<file path="src/hdl/rhc_pkg.sv">
// ---------------------------------------------------------------------------
// rhc_pkg - shared constants for the RGB to HSV converter
// Default widths, the saturation fraction width and the queue depth.
// ---------------------------------------------------------------------------
package rhc_pkg;

  // default component and hue widths
  localparam int COMPONENT_BITS_DEF = 8;
  localparam int HUE_BITS_DEF       = 16;

  // saturation is always a 16-bit fraction of full scale
  localparam int SAT_BITS = 16;

  // depth of the queue between front and back
  localparam int FIFO_DEPTH_DEF = 4;

endpackage

</file>
<file path="src/hdl/rhc_front.sv">
// ---------------------------------------------------------------------------
// rhc_front - pixel intake and classification
// Registers one pixel, finds max, min and range, picks the hue sector and
// forms the wrapped hue numerator for the back end dividers.
// ---------------------------------------------------------------------------
module rhc_front #(
  parameter int CB = rhc_pkg::COMPONENT_BITS_DEF
) (
  input  logic          clk,
  input  logic          rst,
  input  logic          push,
  output logic          full,
  input  logic [CB-1:0] red,
  input  logic [CB-1:0] green,
  input  logic [CB-1:0] blue,
  output logic          out_valid,
  input  logic          out_ready,
  output logic [CB-1:0] out_value,
  output logic [CB-1:0] out_range,
  output logic [CB+2:0] out_num,
  output logic          out_gray
);
  import rhc_pkg::*;

  logic          vld;
  logic [CB-1:0] top;
  logic [CB-1:0] bot;
  logic [CB-1:0] rng;
  logic signed [CB+3:0] r_s, g_s, b_s, rng_s, num_s;
  logic          load;

  // pick max and min, ties resolved as blue over green over red
  always_comb begin
    if (red > green) begin
      top = (red > blue) ? red : blue;
    end else begin
      top = (green > blue) ? green : blue;
    end
    if (red < green) begin
      bot = (red < blue) ? red : blue;
    end else begin
      bot = (green < blue) ? green : blue;
    end
    rng = top - bot;
  end

  // form the hue numerator over range and wrap it into [0, 6*range)
  always_comb begin
    r_s   = signed'({4'b0000, red});
    g_s   = signed'({4'b0000, green});
    b_s   = signed'({4'b0000, blue});
    rng_s = signed'({4'b0000, rng});
    priority if (red == top) begin
      num_s = g_s - b_s;
    end else if (green == top) begin
      num_s = (rng_s <<< 1) + (b_s - r_s);
    end else begin
      num_s = (rng_s <<< 2) + (r_s - g_s);
    end
    if (num_s < 0) begin
      num_s = num_s + (rng_s <<< 2) + (rng_s <<< 1);
    end
  end

  // hold while the queue is full, otherwise take the next transfer
  assign load = !vld || out_ready;
  assign full = !load;

  always_ff @(posedge clk) begin
    if (rst) begin
      vld <= 1'b0;
    end else if (load) begin
      vld <= push;
    end
  end

  always_ff @(posedge clk) begin
    if (load) begin
      out_value <= top;
      out_range <= rng;
      out_num   <= num_s[CB+2:0];
      out_gray  <= (rng == '0) || (top == '0);
    end
  end

  assign out_valid = vld;

endmodule

</file>
<file path="src/hdl/rhc_fifo.sv">
// ---------------------------------------------------------------------------
// rhc_fifo - short decoupling queue
// Register-based queue between the classifier and the divider pipeline.
// ---------------------------------------------------------------------------
module rhc_fifo #(
  parameter int WIDTH = 8,
  parameter int DEPTH = rhc_pkg::FIFO_DEPTH_DEF
) (
  input  logic             clk,
  input  logic             rst,
  input  logic             wr_en,
  input  logic [WIDTH-1:0] wr_data,
  output logic             full,
  input  logic             rd_en,
  output logic [WIDTH-1:0] rd_data,
  output logic             empty
);
  import rhc_pkg::*;

  localparam int AW = (DEPTH > 1) ? $clog2(DEPTH) : 1;
  localparam int CW = $clog2(DEPTH + 1);

  logic [WIDTH-1:0] mem [DEPTH];
  logic [AW-1:0]    wp;
  logic [AW-1:0]    rp;
  logic [CW-1:0]    count;
  logic             do_wr;
  logic             do_rd;

  assign full    = (count == CW'(DEPTH));
  assign empty   = (count == '0);
  assign do_wr   = wr_en && !full;
  assign do_rd   = rd_en && !empty;
  assign rd_data = mem[rp];

  // advance pointers and occupancy
  always_ff @(posedge clk) begin
    if (rst) begin
      wp    <= '0;
      rp    <= '0;
      count <= '0;
    end else begin
      if (do_wr) begin
        wp <= (wp == AW'(DEPTH - 1)) ? '0 : wp + 1'b1;
      end
      if (do_rd) begin
        rp <= (rp == AW'(DEPTH - 1)) ? '0 : rp + 1'b1;
      end
      if (do_wr && !do_rd) begin
        count <= count + 1'b1;
      end else if (do_rd && !do_wr) begin
        count <= count - 1'b1;
      end
    end
  end

  // store the incoming transfer
  always_ff @(posedge clk) begin
    if (do_wr) begin
      mem[wp] <= wr_data;
    end
  end

endmodule

</file>
<file path="src/hdl/rhc_back.sv">
// ---------------------------------------------------------------------------
// rhc_back - pipelined hue and saturation dividers
// One restoring division step per stage for each divider, with an elastic
// valid/ready chain so a stalled output only holds the stages behind it.
// ---------------------------------------------------------------------------
module rhc_back #(
  parameter int CB = rhc_pkg::COMPONENT_BITS_DEF,
  parameter int HB = rhc_pkg::HUE_BITS_DEF
) (
  input  logic                    clk,
  input  logic                    rst,
  input  logic                    in_valid,
  output logic                    in_ready,
  input  logic [CB-1:0]           in_value,
  input  logic [CB-1:0]           in_range,
  input  logic [CB+2:0]           in_num,
  input  logic                    in_gray,
  output logic                    out_valid,
  input  logic                    out_ready,
  output logic [HB-1:0]           hue,
  output logic [rhc_pkg::SAT_BITS-1:0] saturation,
  output logic [CB-1:0]           value
);
  import rhc_pkg::*;

  localparam int SB   = SAT_BITS;
  localparam int NSTG = (HB > SB) ? HB : SB;

  // per-stage registers, stage 0 is the load stage
  logic          vld  [NSTG+1];
  logic          rdy  [NSTG+1];
  logic          gray [NSTG+1];
  logic [CB-1:0] val  [NSTG+1];
  logic [CB-1:0] srem [NSTG+1];
  logic [SB-1:0] squo [NSTG+1];
  logic [CB+2:0] hrem [NSTG+1];
  logic [HB-1:0] hquo [NSTG+1];
  logic [CB+2:0] hdiv [NSTG+1];

  logic [CB+SB-1:0] sat_dividend;

  // range * 65535 as a shift and subtract
  assign sat_dividend = {in_range, SB'(0)} - (CB+SB)'(in_range);

  // ready chain: a stage moves when empty or when its successor moves
  assign rdy[NSTG] = !vld[NSTG] || out_ready;
  for (genvar k = 0; k < NSTG; k++) begin : g_rdy
    assign rdy[k] = !vld[k] || rdy[k+1];
  end

  assign in_ready = rdy[0];

  // load stage
  always_ff @(posedge clk) begin
    if (rst) begin
      vld[0] <= 1'b0;
    end else if (rdy[0]) begin
      vld[0] <= in_valid;
    end
  end

  always_ff @(posedge clk) begin
    if (rdy[0]) begin
      gray[0] <= in_gray;
      val[0]  <= in_value;
      srem[0] <= sat_dividend[CB+SB-1:SB];
      squo[0] <= sat_dividend[SB-1:0];
      hrem[0] <= in_num;
      hquo[0] <= '0;
      hdiv[0] <= (CB+3)'({in_range, 2'b00}) + (CB+3)'({in_range, 1'b0});
    end
  end

  // division stages
  for (genvar k = 1; k <= NSTG; k++) begin : g_stage
    logic [CB-1:0] srem_n;
    logic [SB-1:0] squo_n;
    logic [CB+2:0] hrem_n;
    logic [HB-1:0] hquo_n;

    if (k <= SB) begin : g_sat
      logic [CB:0] st;
      always_comb begin
        st = {srem[k-1], squo[k-1][SB-1]};
        if (st >= {1'b0, val[k-1]}) begin
          srem_n = CB'(st - {1'b0, val[k-1]});
          squo_n = {squo[k-1][SB-2:0], 1'b1};
        end else begin
          srem_n = st[CB-1:0];
          squo_n = {squo[k-1][SB-2:0], 1'b0};
        end
      end
    end else begin : g_sat_hold
      assign srem_n = srem[k-1];
      assign squo_n = squo[k-1];
    end

    if (k <= HB) begin : g_hue
      logic [CB+3:0] ht;
      always_comb begin
        ht = {hrem[k-1], 1'b0};
        if (ht >= {1'b0, hdiv[k-1]}) begin
          hrem_n = (CB+3)'(ht - {1'b0, hdiv[k-1]});
          hquo_n = {hquo[k-1][HB-2:0], 1'b1};
        end else begin
          hrem_n = ht[CB+2:0];
          hquo_n = {hquo[k-1][HB-2:0], 1'b0};
        end
      end
    end else begin : g_hue_hold
      assign hrem_n = hrem[k-1];
      assign hquo_n = hquo[k-1];
    end

    // advance one step when this stage may take a transfer
    always_ff @(posedge clk) begin
      if (rst) begin
        vld[k] <= 1'b0;
      end else if (rdy[k]) begin
        vld[k] <= vld[k-1];
      end
    end

    always_ff @(posedge clk) begin
      if (rdy[k]) begin
        gray[k] <= gray[k-1];
        val[k]  <= val[k-1];
        srem[k] <= srem_n;
        squo[k] <= squo_n;
        hrem[k] <= hrem_n;
        hquo[k] <= hquo_n;
        hdiv[k] <= hdiv[k-1];
      end
    end
  end

  // drop hue and saturation for gray pixels
  assign out_valid  = vld[NSTG];
  assign hue        = gray[NSTG] ? '0 : hquo[NSTG];
  assign saturation = gray[NSTG] ? '0 : squo[NSTG];
  assign value      = val[NSTG];

endmodule

</file>
<file path="src/hdl/rgb_to_hsv_convert_unit.sv">
// ---------------------------------------------------------------------------
// rgb_to_hsv_convert_unit - RGB to HSV pixel converter
//
// Input side is a queue: drive red, green, blue and raise push; a pixel
// transfers on a clock edge with push high and full low. Result side is a
// queue too: while empty is low, hue, saturation and value show the oldest
// result, and it transfers on an edge with pop high.
// Throughput is one pixel per clock while pop keeps results moving. From
// input transfer to empty going low, a pixel passes the classify register,
// the queue, the load stage and the divider pipeline, which retires one
// quotient bit per stage for hue and saturation alike.
// A classify stage feeds a short queue, which feeds the divider pipeline;
// when pop is held low the pipeline fills, then the queue, and then full
// rises, with no pixel lost.
// Synchronous reset empties every stage and the queue; no results remain.
// Gray pixels (zero range) give hue and saturation of zero.
// ---------------------------------------------------------------------------
module rgb_to_hsv_convert_unit #(
  parameter int COMPONENT_BITS = rhc_pkg::COMPONENT_BITS_DEF,
  parameter int HUE_BITS       = rhc_pkg::HUE_BITS_DEF,
  parameter int FIFO_DEPTH     = rhc_pkg::FIFO_DEPTH_DEF
) (
  input  logic                         clk,
  input  logic                         rst,
  input  logic                         push,
  output logic                         full,
  input  logic [COMPONENT_BITS-1:0]    red,
  input  logic [COMPONENT_BITS-1:0]    green,
  input  logic [COMPONENT_BITS-1:0]    blue,
  output logic                         empty,
  input  logic                         pop,
  output logic [HUE_BITS-1:0]          hue,
  output logic [rhc_pkg::SAT_BITS-1:0] saturation,
  output logic [COMPONENT_BITS-1:0]    value
);
  import rhc_pkg::*;

  localparam int CB     = COMPONENT_BITS;
  localparam int ITEM_W = 3 * CB + 4;

  logic              f_valid;
  logic              f_ready;
  logic [CB-1:0]     f_value;
  logic [CB-1:0]     f_range;
  logic [CB+2:0]     f_num;
  logic              f_gray;
  logic              q_full;
  logic              q_empty;
  logic [ITEM_W-1:0] q_rd_data;
  logic              b_ready;
  logic              b_valid;

  // classify incoming pixels
  rhc_front #(
    .CB (CB)
  ) u_front (
    .clk       (clk),
    .rst       (rst),
    .push      (push),
    .full      (full),
    .red       (red),
    .green     (green),
    .blue      (blue),
    .out_valid (f_valid),
    .out_ready (f_ready),
    .out_value (f_value),
    .out_range (f_range),
    .out_num   (f_num),
    .out_gray  (f_gray)
  );

  assign f_ready = !q_full;

  // decouple classifier from dividers
  rhc_fifo #(
    .WIDTH (ITEM_W),
    .DEPTH (FIFO_DEPTH)
  ) u_fifo (
    .clk     (clk),
    .rst     (rst),
    .wr_en   (f_valid),
    .wr_data ({f_gray, f_num, f_range, f_value}),
    .full    (q_full),
    .rd_en   (b_ready),
    .rd_data (q_rd_data),
    .empty   (q_empty)
  );

  // divide for hue and saturation
  rhc_back #(
    .CB (CB),
    .HB (HUE_BITS)
  ) u_back (
    .clk        (clk),
    .rst        (rst),
    .in_valid   (!q_empty),
    .in_ready   (b_ready),
    .in_value   (q_rd_data[CB-1:0]),
    .in_range   (q_rd_data[2*CB-1:CB]),
    .in_num     (q_rd_data[3*CB+2:2*CB]),
    .in_gray    (q_rd_data[3*CB+3]),
    .out_valid  (b_valid),
    .out_ready  (pop),
    .hue        (hue),
    .saturation (saturation),
    .value      (value)
  );

  assign empty = !b_valid;

endmodule
</file>
<file path="config.mk">
export PLATFORM = sky130hd
export DESIGN_NAME = rgb_to_hsv_convert_unit
export DESIGN_NICKNAME = d
export VERILOG_FILES = /design/src/hdl/rhc_pkg.sv /design/src/hdl/rhc_front.sv /design/src/hdl/rhc_fifo.sv /design/src/hdl/rhc_back.sv /design/src/hdl/rgb_to_hsv_convert_unit.sv
export SDC_FILE = /design/constraint.sdc
export NUM_CORES = 2
export LEC_CHECK = 0
export BUFFER_PORTS_ARGS = -buffer_cell sky130_fd_sc_hd__buf_4
export CELL_PAD_IN_SITES_DETAIL_PLACEMENT = 1
export CELL_PAD_IN_SITES_GLOBAL_PLACEMENT = 1
export CORE_ASPECT_RATIO = 1.25
export CORE_MARGIN = 2
export CORE_UTILIZATION = 50
export CTS_CLUSTER_DIAMETER = 80
export DETAILED_ROUTE_END_ITERATION = 10
export GPL_ROUTABILITY_DRIVEN = 1
export PLACE_DENSITY_LB_ADDON = 0.1
export SYNTH_ARGS = -nofsm -noshare
export SYNTH_HDL_FRONTEND = slang
export SYNTH_HIERARCHICAL = 1
export SYNTH_SLANG_ARGS = --single-unit
</file>
<file path="constraint.sdc">
create_clock -name clk -period 8.6 [get_ports clk]
set_input_delay 0 -clock clk [delete_from_list [all_inputs] [get_ports clk]]
set_output_delay 0 -clock clk [all_outputs]
set_load 0.01 [all_outputs]
</file>
Yosys cells after proc, flatten, opt, wreduce, memory -nomap -nowiden. Memory sizes are Yosys's and may differ from the RTL's. A register that Yosys moved wholly into a read port is not among the register bits. Index checks and enable logic that the tools add are counted.

Bits in registers: 36. Bits in writable memories: 1336. Input port bits: 28. Output and inout port bits: 42. Word-level logic and storage cells: 344. Memories: 9.

Memory list: u_back.hquo (words 17, width 16, rd ports 17, clocked after memory_dff 0, write ports 17, line rhc_back.sv:37) `logic [HB-1:0] hquo [NSTG+1];`; u_back.squo (words 17, width 16, rd ports 17, clocked after memory_dff 0, write ports 17, line rhc_back.sv:35) `logic [SB-1:0] squo [NSTG+1];`; u_back.hdiv (words 17, width 11, rd ports 16, clocked after memory_dff 0, write ports 17, line rhc_back.sv:38) `logic [CB+2:0] hdiv [NSTG+1];`; u_back.hrem (words 17, width 11, rd ports 16, clocked after memory_dff 0, write ports 17, line rhc_back.sv:36) `logic [CB+2:0] hrem [NSTG+1];`; u_back.srem (words 17, width 8, rd ports 16, clocked after memory_dff 0, write ports 17, line rhc_back.sv:34) `logic [CB-1:0] srem [NSTG+1];`; u_back.val (words 17, width 8, rd ports 17, clocked after memory_dff 0, write ports 17, line rhc_back.sv:33) `logic [CB-1:0] val [NSTG+1];`; 3 more memories.

Add/subtract/negate cells: 46. Magnitude comparators: 39. Equality and inequality tests: 5. Muxes and demuxes: 170. Bitwise operators: 17. Reduce and logical (&&, ||, !) cells: 50.

Operator list (number): $ge 12x11->1 (16); $mux 11 (17); $mux 8 (22); $sub 11x11->11 (16); $ge 9x8->1 (16); $sub 8x8->8 (17); $mux 1 (121); $mux 16 (2); $sub 8x8->9 (3); $gt 8x8->1 (3); $lt 8x8->1 (3); $mux 12 (2); $sub 24x8->24 (1); $logic_not 1->1 (23); $logic_or 1x1->1 (19); $or 1x1->1 (17); $eq 8x8->1 (2); $logic_not 8->1 (2); $add 10x12->12 (1); $add 11x12->12 (1); $lt 12x1->1 const B (1); $add 10x9->11 (1); $add 11x10->11 (1); $add 11x11->11 (1); other kinds (10) (19).

Logic depth before layout (Yosys ltp). An unclocked memory read counts as a cell.

Depth in word-level cells: 23. Gate-level depth with buffers: 39. Depth with buffers taken out: 37.

Hierarchy. Netlist, hierarchy kept.

By module, submodules not included: rhc_back (times used 1, cells each 3371, area an instance 47038.9 um^2); rhc_front (times used 1, cells each 559, area an instance 4845.9 um^2); rhc_fifo (times used 1, cells each 196, area an instance 4541.9 um^2); rgb_to_hsv_convert_unit (times used 1, cells each 3, area an instance 11.3 um^2).

Worst setup path after synthesis. OpenSTA, ideal clock, no wires.

Path kind: input to register. Start: in green[5]. End: reg u_front.out_num[10], data pin. Arrival time: 6.555 ns. Required time: 8.338 ns. Slack: 1.783 ns. Cell stages on the path: 33. Cells stage by stage: clkbuf_1 > inv_1 > ha_1 > nand3_1 > nor2_1 > a32oi_4 > a21o_2 > buf_6 > o22ai_1 > a21oi_1 > inv_1 > ha_1 > fa_1 > nand2b_1 > o21ai_1 > maj3_1 > a21oi_1 > xnor2_1 > ha_1 > and2_1 > a2111oi_0 > a211oi_1 > or2_2 > fa_1 > inv_1 > ha_1 > a21o_1 > a21oi_1 > xnor2_1 > nor4b_1 > a311oi_1 > o22a_1 > o2bb2ai_1.

Longest elaborated chain between the ends: 10.

RTL lines: start, declared (line rgb_to_hsv_convert_unit.sv:28) `input logic [COMPONENT_BITS-1:0] green,`; $gt 8x8->1 (line rhc_front.sv:37) `top = (green > blue) ? green : blue;`; $mux 8 (line rhc_front.sv:37); $mux 8 * (line rhc_front.sv:34) `if (red > green) begin`; via u_front.top[0] (line rhc_front.sv:26) `logic [CB-1:0] top;`; $sub 8x8->8 * (line rhc_front.sv:44) `rng = top - bot;`; via u_front.rng[6] (line rhc_front.sv:28) `logic [CB-1:0] rng;`; $add 10x12->12 or $add 11x12->12 (tied branches) (line rhc_front.sv:56, rhc_front.sv:58); $mux 12 (line rhc_front.sv:55) `end else if (green == top) begin`; $mux 12 (line rhc_front.sv:53) `priority if (red == top) begin`; $add 11x11->11 (line rhc_front.sv:61) `num_s = num_s + (rng_s <<< 2) + (rng_s <<< 1);`; $add 11x10->11 (line rhc_front.sv:61); $mux 11 * (line rhc_front.sv:60) `if (num_s < 0) begin`; via u_front.num_s[10] (line rhc_front.sv:29) `logic signed [CB+3:0] r_s, g_s, b_s, rng_s, num_s;`; end signal, assigned (line rhc_front.sv:81) `out_num <= num_s[CB+2:0];`; end, declared (line rhc_front.sv:20) `output logic [CB+2:0] out_num,`.

The timed path passes the listed nets; every way through them passes the cells marked *. A chain may end at the register's enable or synchronous reset.

Final worst setup path.
Start: in blue[2]. End: reg u_front.out_num[10], data pin.

Longest elaborated chain between the ends: 10.

RTL lines: start, declared (line rgb_to_hsv_convert_unit.sv:29) `input logic [COMPONENT_BITS-1:0] blue,`; $gt 8x8->1 (on tied branches) (line rhc_front.sv:37, rhc_front.sv:35); $mux 8 (on tied branches) (line rhc_front.sv:37, rhc_front.sv:35); $mux 8 * (line rhc_front.sv:34); via u_front.top[0] (line rhc_front.sv:26); $sub 8x8->8 * (line rhc_front.sv:44); via u_front.rng[4] (line rhc_front.sv:28); $add 10x12->12 or $add 11x12->12 (tied branches) (line rhc_front.sv:56, rhc_front.sv:58); $mux 12 (line rhc_front.sv:55); $mux 12 (line rhc_front.sv:53); $add 11x11->11 (line rhc_front.sv:61); $add 11x10->11 (line rhc_front.sv:61); $mux 11 * (line rhc_front.sv:60); via u_front.num_s[10] (line rhc_front.sv:29).

Marked as above.

==> results.toml <==
[cells_and_area]
final_nets = 4763
final_common_cell = "edfxtp_1"
drive_gt1_share_pct = 13.2
fin_util_pct = 56.3
layout_common_cells = "edfxtp_1 (1132), inv_1 (496), ha_1 (372)"
diodes = 0
area_growth_pct = 11.6

[clocking]
cts_buffers = 113
cts_tree = "built"
clockBufferDepth = 3
cts.sinks = 1142
cts-root-buf = "clkbuf_16"
insertion_delay_ps = 740
clk_pin_slew_ps = 60
cts_max_level = 3

[worst_setup_path]
r2r-start = "u_back/vld[16]"
cp-end-kind = "register"
critPathLaunch = "blue[2]"
crit_end = "u_front/out_num[10]"
crit_top_cell = "ha_1"
critPathKind = "in2reg"
slowest_delay_ps = 560
reg2reg_slack_ps = 4740
crit_required_ps = 9070
reg2regPathDepth = 14
rr_endpoint = "u_fifo/count[2]"
crit_arrival_ps = 8410
cpMaxStageDelayCell = "dlygate4sd3_1"
cp-start-kind = "input port"
crit_fanout = 14

[floorplanning]
initial_core_util_pct = 50.5
coreArea_um2 = 112000
die_h_um = 380
die_w_um = 305
ioPinCount = 70
dieArea_um2 = 116000
rows = 137

[synth]
yosys.area_share.simple_pct = 7.24
synth-compound-area-share_pct = 9.77
ys_types = 106
synth_cells = 4129
synth_top_family_by_area = "adder cells"
synth_warnings = 6
synth_mux_area_share_pct = 5.71
synth_fa_ha_area_share_pct = 9.83
synth_nets = 4573
ys.flop_type = "edfxtp_1"
ys_seq_elements = 1142
syn_area_per_cell_um2 = 13.7
yosysSeqAreaShare_pct = 60.6
synth-async-reset-ratio_pct = 0
syn_area_um2 = 56400
synth_xor_area_share_pct = 3.02
synth_edf_count = 1132

[global_routing]
grt_pass1_wl_mm = 189
gr-total-overflow = 0
grt_max_degree = 64
first_global_vias = 36047
track_usage_pct = 20.5
antenna_found_initial = 0

[timing]
fmax_mhz = 126
holdWs_ps = 136
hold_viol = 0
setup_ws_ps = 661
setup_tns_ps = 0
finalSetupViolCount = 0
rsz0062_at_grt = "no"
tightestPinTransition_ps = 1110
finalClockSkew_ps = 38.0
slew_violations = 0
fin_crit_sh_pct = 92.3
relSlewSlack_pct = 24.4
period_minus_slack_ps = 7940

[detailed_routing]
drt-pass1-iter-count = 5
vias = 32645
post_drt_via_cell_ratio = 5.56
postRouteAntennaNets = 0
first_iter_violations = 1249
wire_per_inst_um = 20.1
drc_errors = 0
wl_mm = 118

[placed_design]
place_ws_ps = 788
io_buffers = 69
dp_hpwl_mm = 88.7
gp_congestion = 0.847

[worst_hold_path]
hold_path_class = "in2reg"

[job]
max-cap-violations = 0

[status]
outcome = "finished clean"
-- through the flow --
step	cell area [µm²]	std cells
2_1_floorplan	56400	4129
3_3_place_gp	58800	5637
3_5_place_dp	58800	5637
4_1_cts	63000	5875
5_1_grt	63000	5875
6_report	63000	5875
-- layer usage --
metal / routed length (µm) / track usage, %
met2: 70100 / 43.0
met3: 2580 / 2.32
met1: 41200 / 19.6
met5: 0 / 0
met4: 4470 / 8.64
-- repair_timing --
item | in CTS | in global routing
resized for setup | 0 | 2
hold buffers | 26 | 0
endpoints found under the setup margin | 0 | 1
setup buffers | 0 | 0
hold endpoints to repair | 57 | 0
-- worst max-delay path: cells and delay by family --
kind	cells	cell delay, ps
AO/OA/AOI/OAI	17	3530
XOR/XNOR	3	670
AND/OR/NAND/NOR	5	750
adder cells (fa/ha/maj)	6	2030
buffers and inverters	5	1380
-- area by class of cell --
| cell class | count | area (µm²) |
|---|---|---|
| repair buffers | 122 | 981 |
| flip-flops and latches | 1142 | 34200 |
| fillers | 10875 | 48800 |
| clock buffers | 131 | 2990 |
| inverters | 507 | 1920 |
| well taps | 1459 | 1830 |
| multi-input cells | 2433 | 20100 |
| clock inverters | 81 | 933 |
-- how the worst min path moves through the flow --
stage | from | end | slack [ps] | depth (start not counted)
floorplan | rst | u_front/out_valid | 70 | 1
global placement | push | u_front/out_valid | 220 | 3
detailed placement | push | u_front/out_valid | 210 | 3
CTS | green[1] | u_front/out_num[1] | 70 | 5
global route | blue[7] | u_front/out_value[7] | 120 | 4
finish | green[1] | u_front/out_num[1] | 140 | 5
-- kinds of logic (layout without fill, tap and decap cells) --
group                      Yosys count  after routing
DFF                               1142           1142
adders and majority gates          417            417
xor gates and xnor gates           193            193
AOI/OAI and AO/OA                  773            773
and+or+nand+nor                    787            787
buffers and inverters              554            841
muxes                              263            263
-- state kept, by name, indices dropped and copies added, names as in the netlist, 8 cells and up, named ones only --
signal,flops
u_front/out_value,8
u_back/squo,262
u_back/gray,17
u_back/hdiv,135
u_front/out_range,8
u_back/hrem,161
u_back/hquo,136
u_front/out_num,11
u_fifo/mem,112
u_back/val,136
u_back/vld,17
u_back/srem,128
-- Yosys cell counts (all sizes together), types with 20 or more instances --
master,instances,area [µm²]
edfxtp,1132,34000
buf,20,151
a31oi,32,425
mux4,28,631
o21a,64,480
mux2i,55,551
nand2,145,544
ha,372,4650
fa,44,881
nor3,45,354
a21oi,195,1010
nand2b,20,125
clkbuf,27,103
nor2b,109,689
a211oi,43,350
nand4,50,313
o31a,40,350
o2111ai,29,272
o21bai,26,199
nor2,268,1010
inv,504,1890
o21ai,150,773
xor2,54,473
a21o,73,549
xnor2,138,1210
mux2,180,2040
nand3,44,238
Power is not shown: default switching activity piles up to over one toggle a cycle in this logic, so the estimate is an artifact.
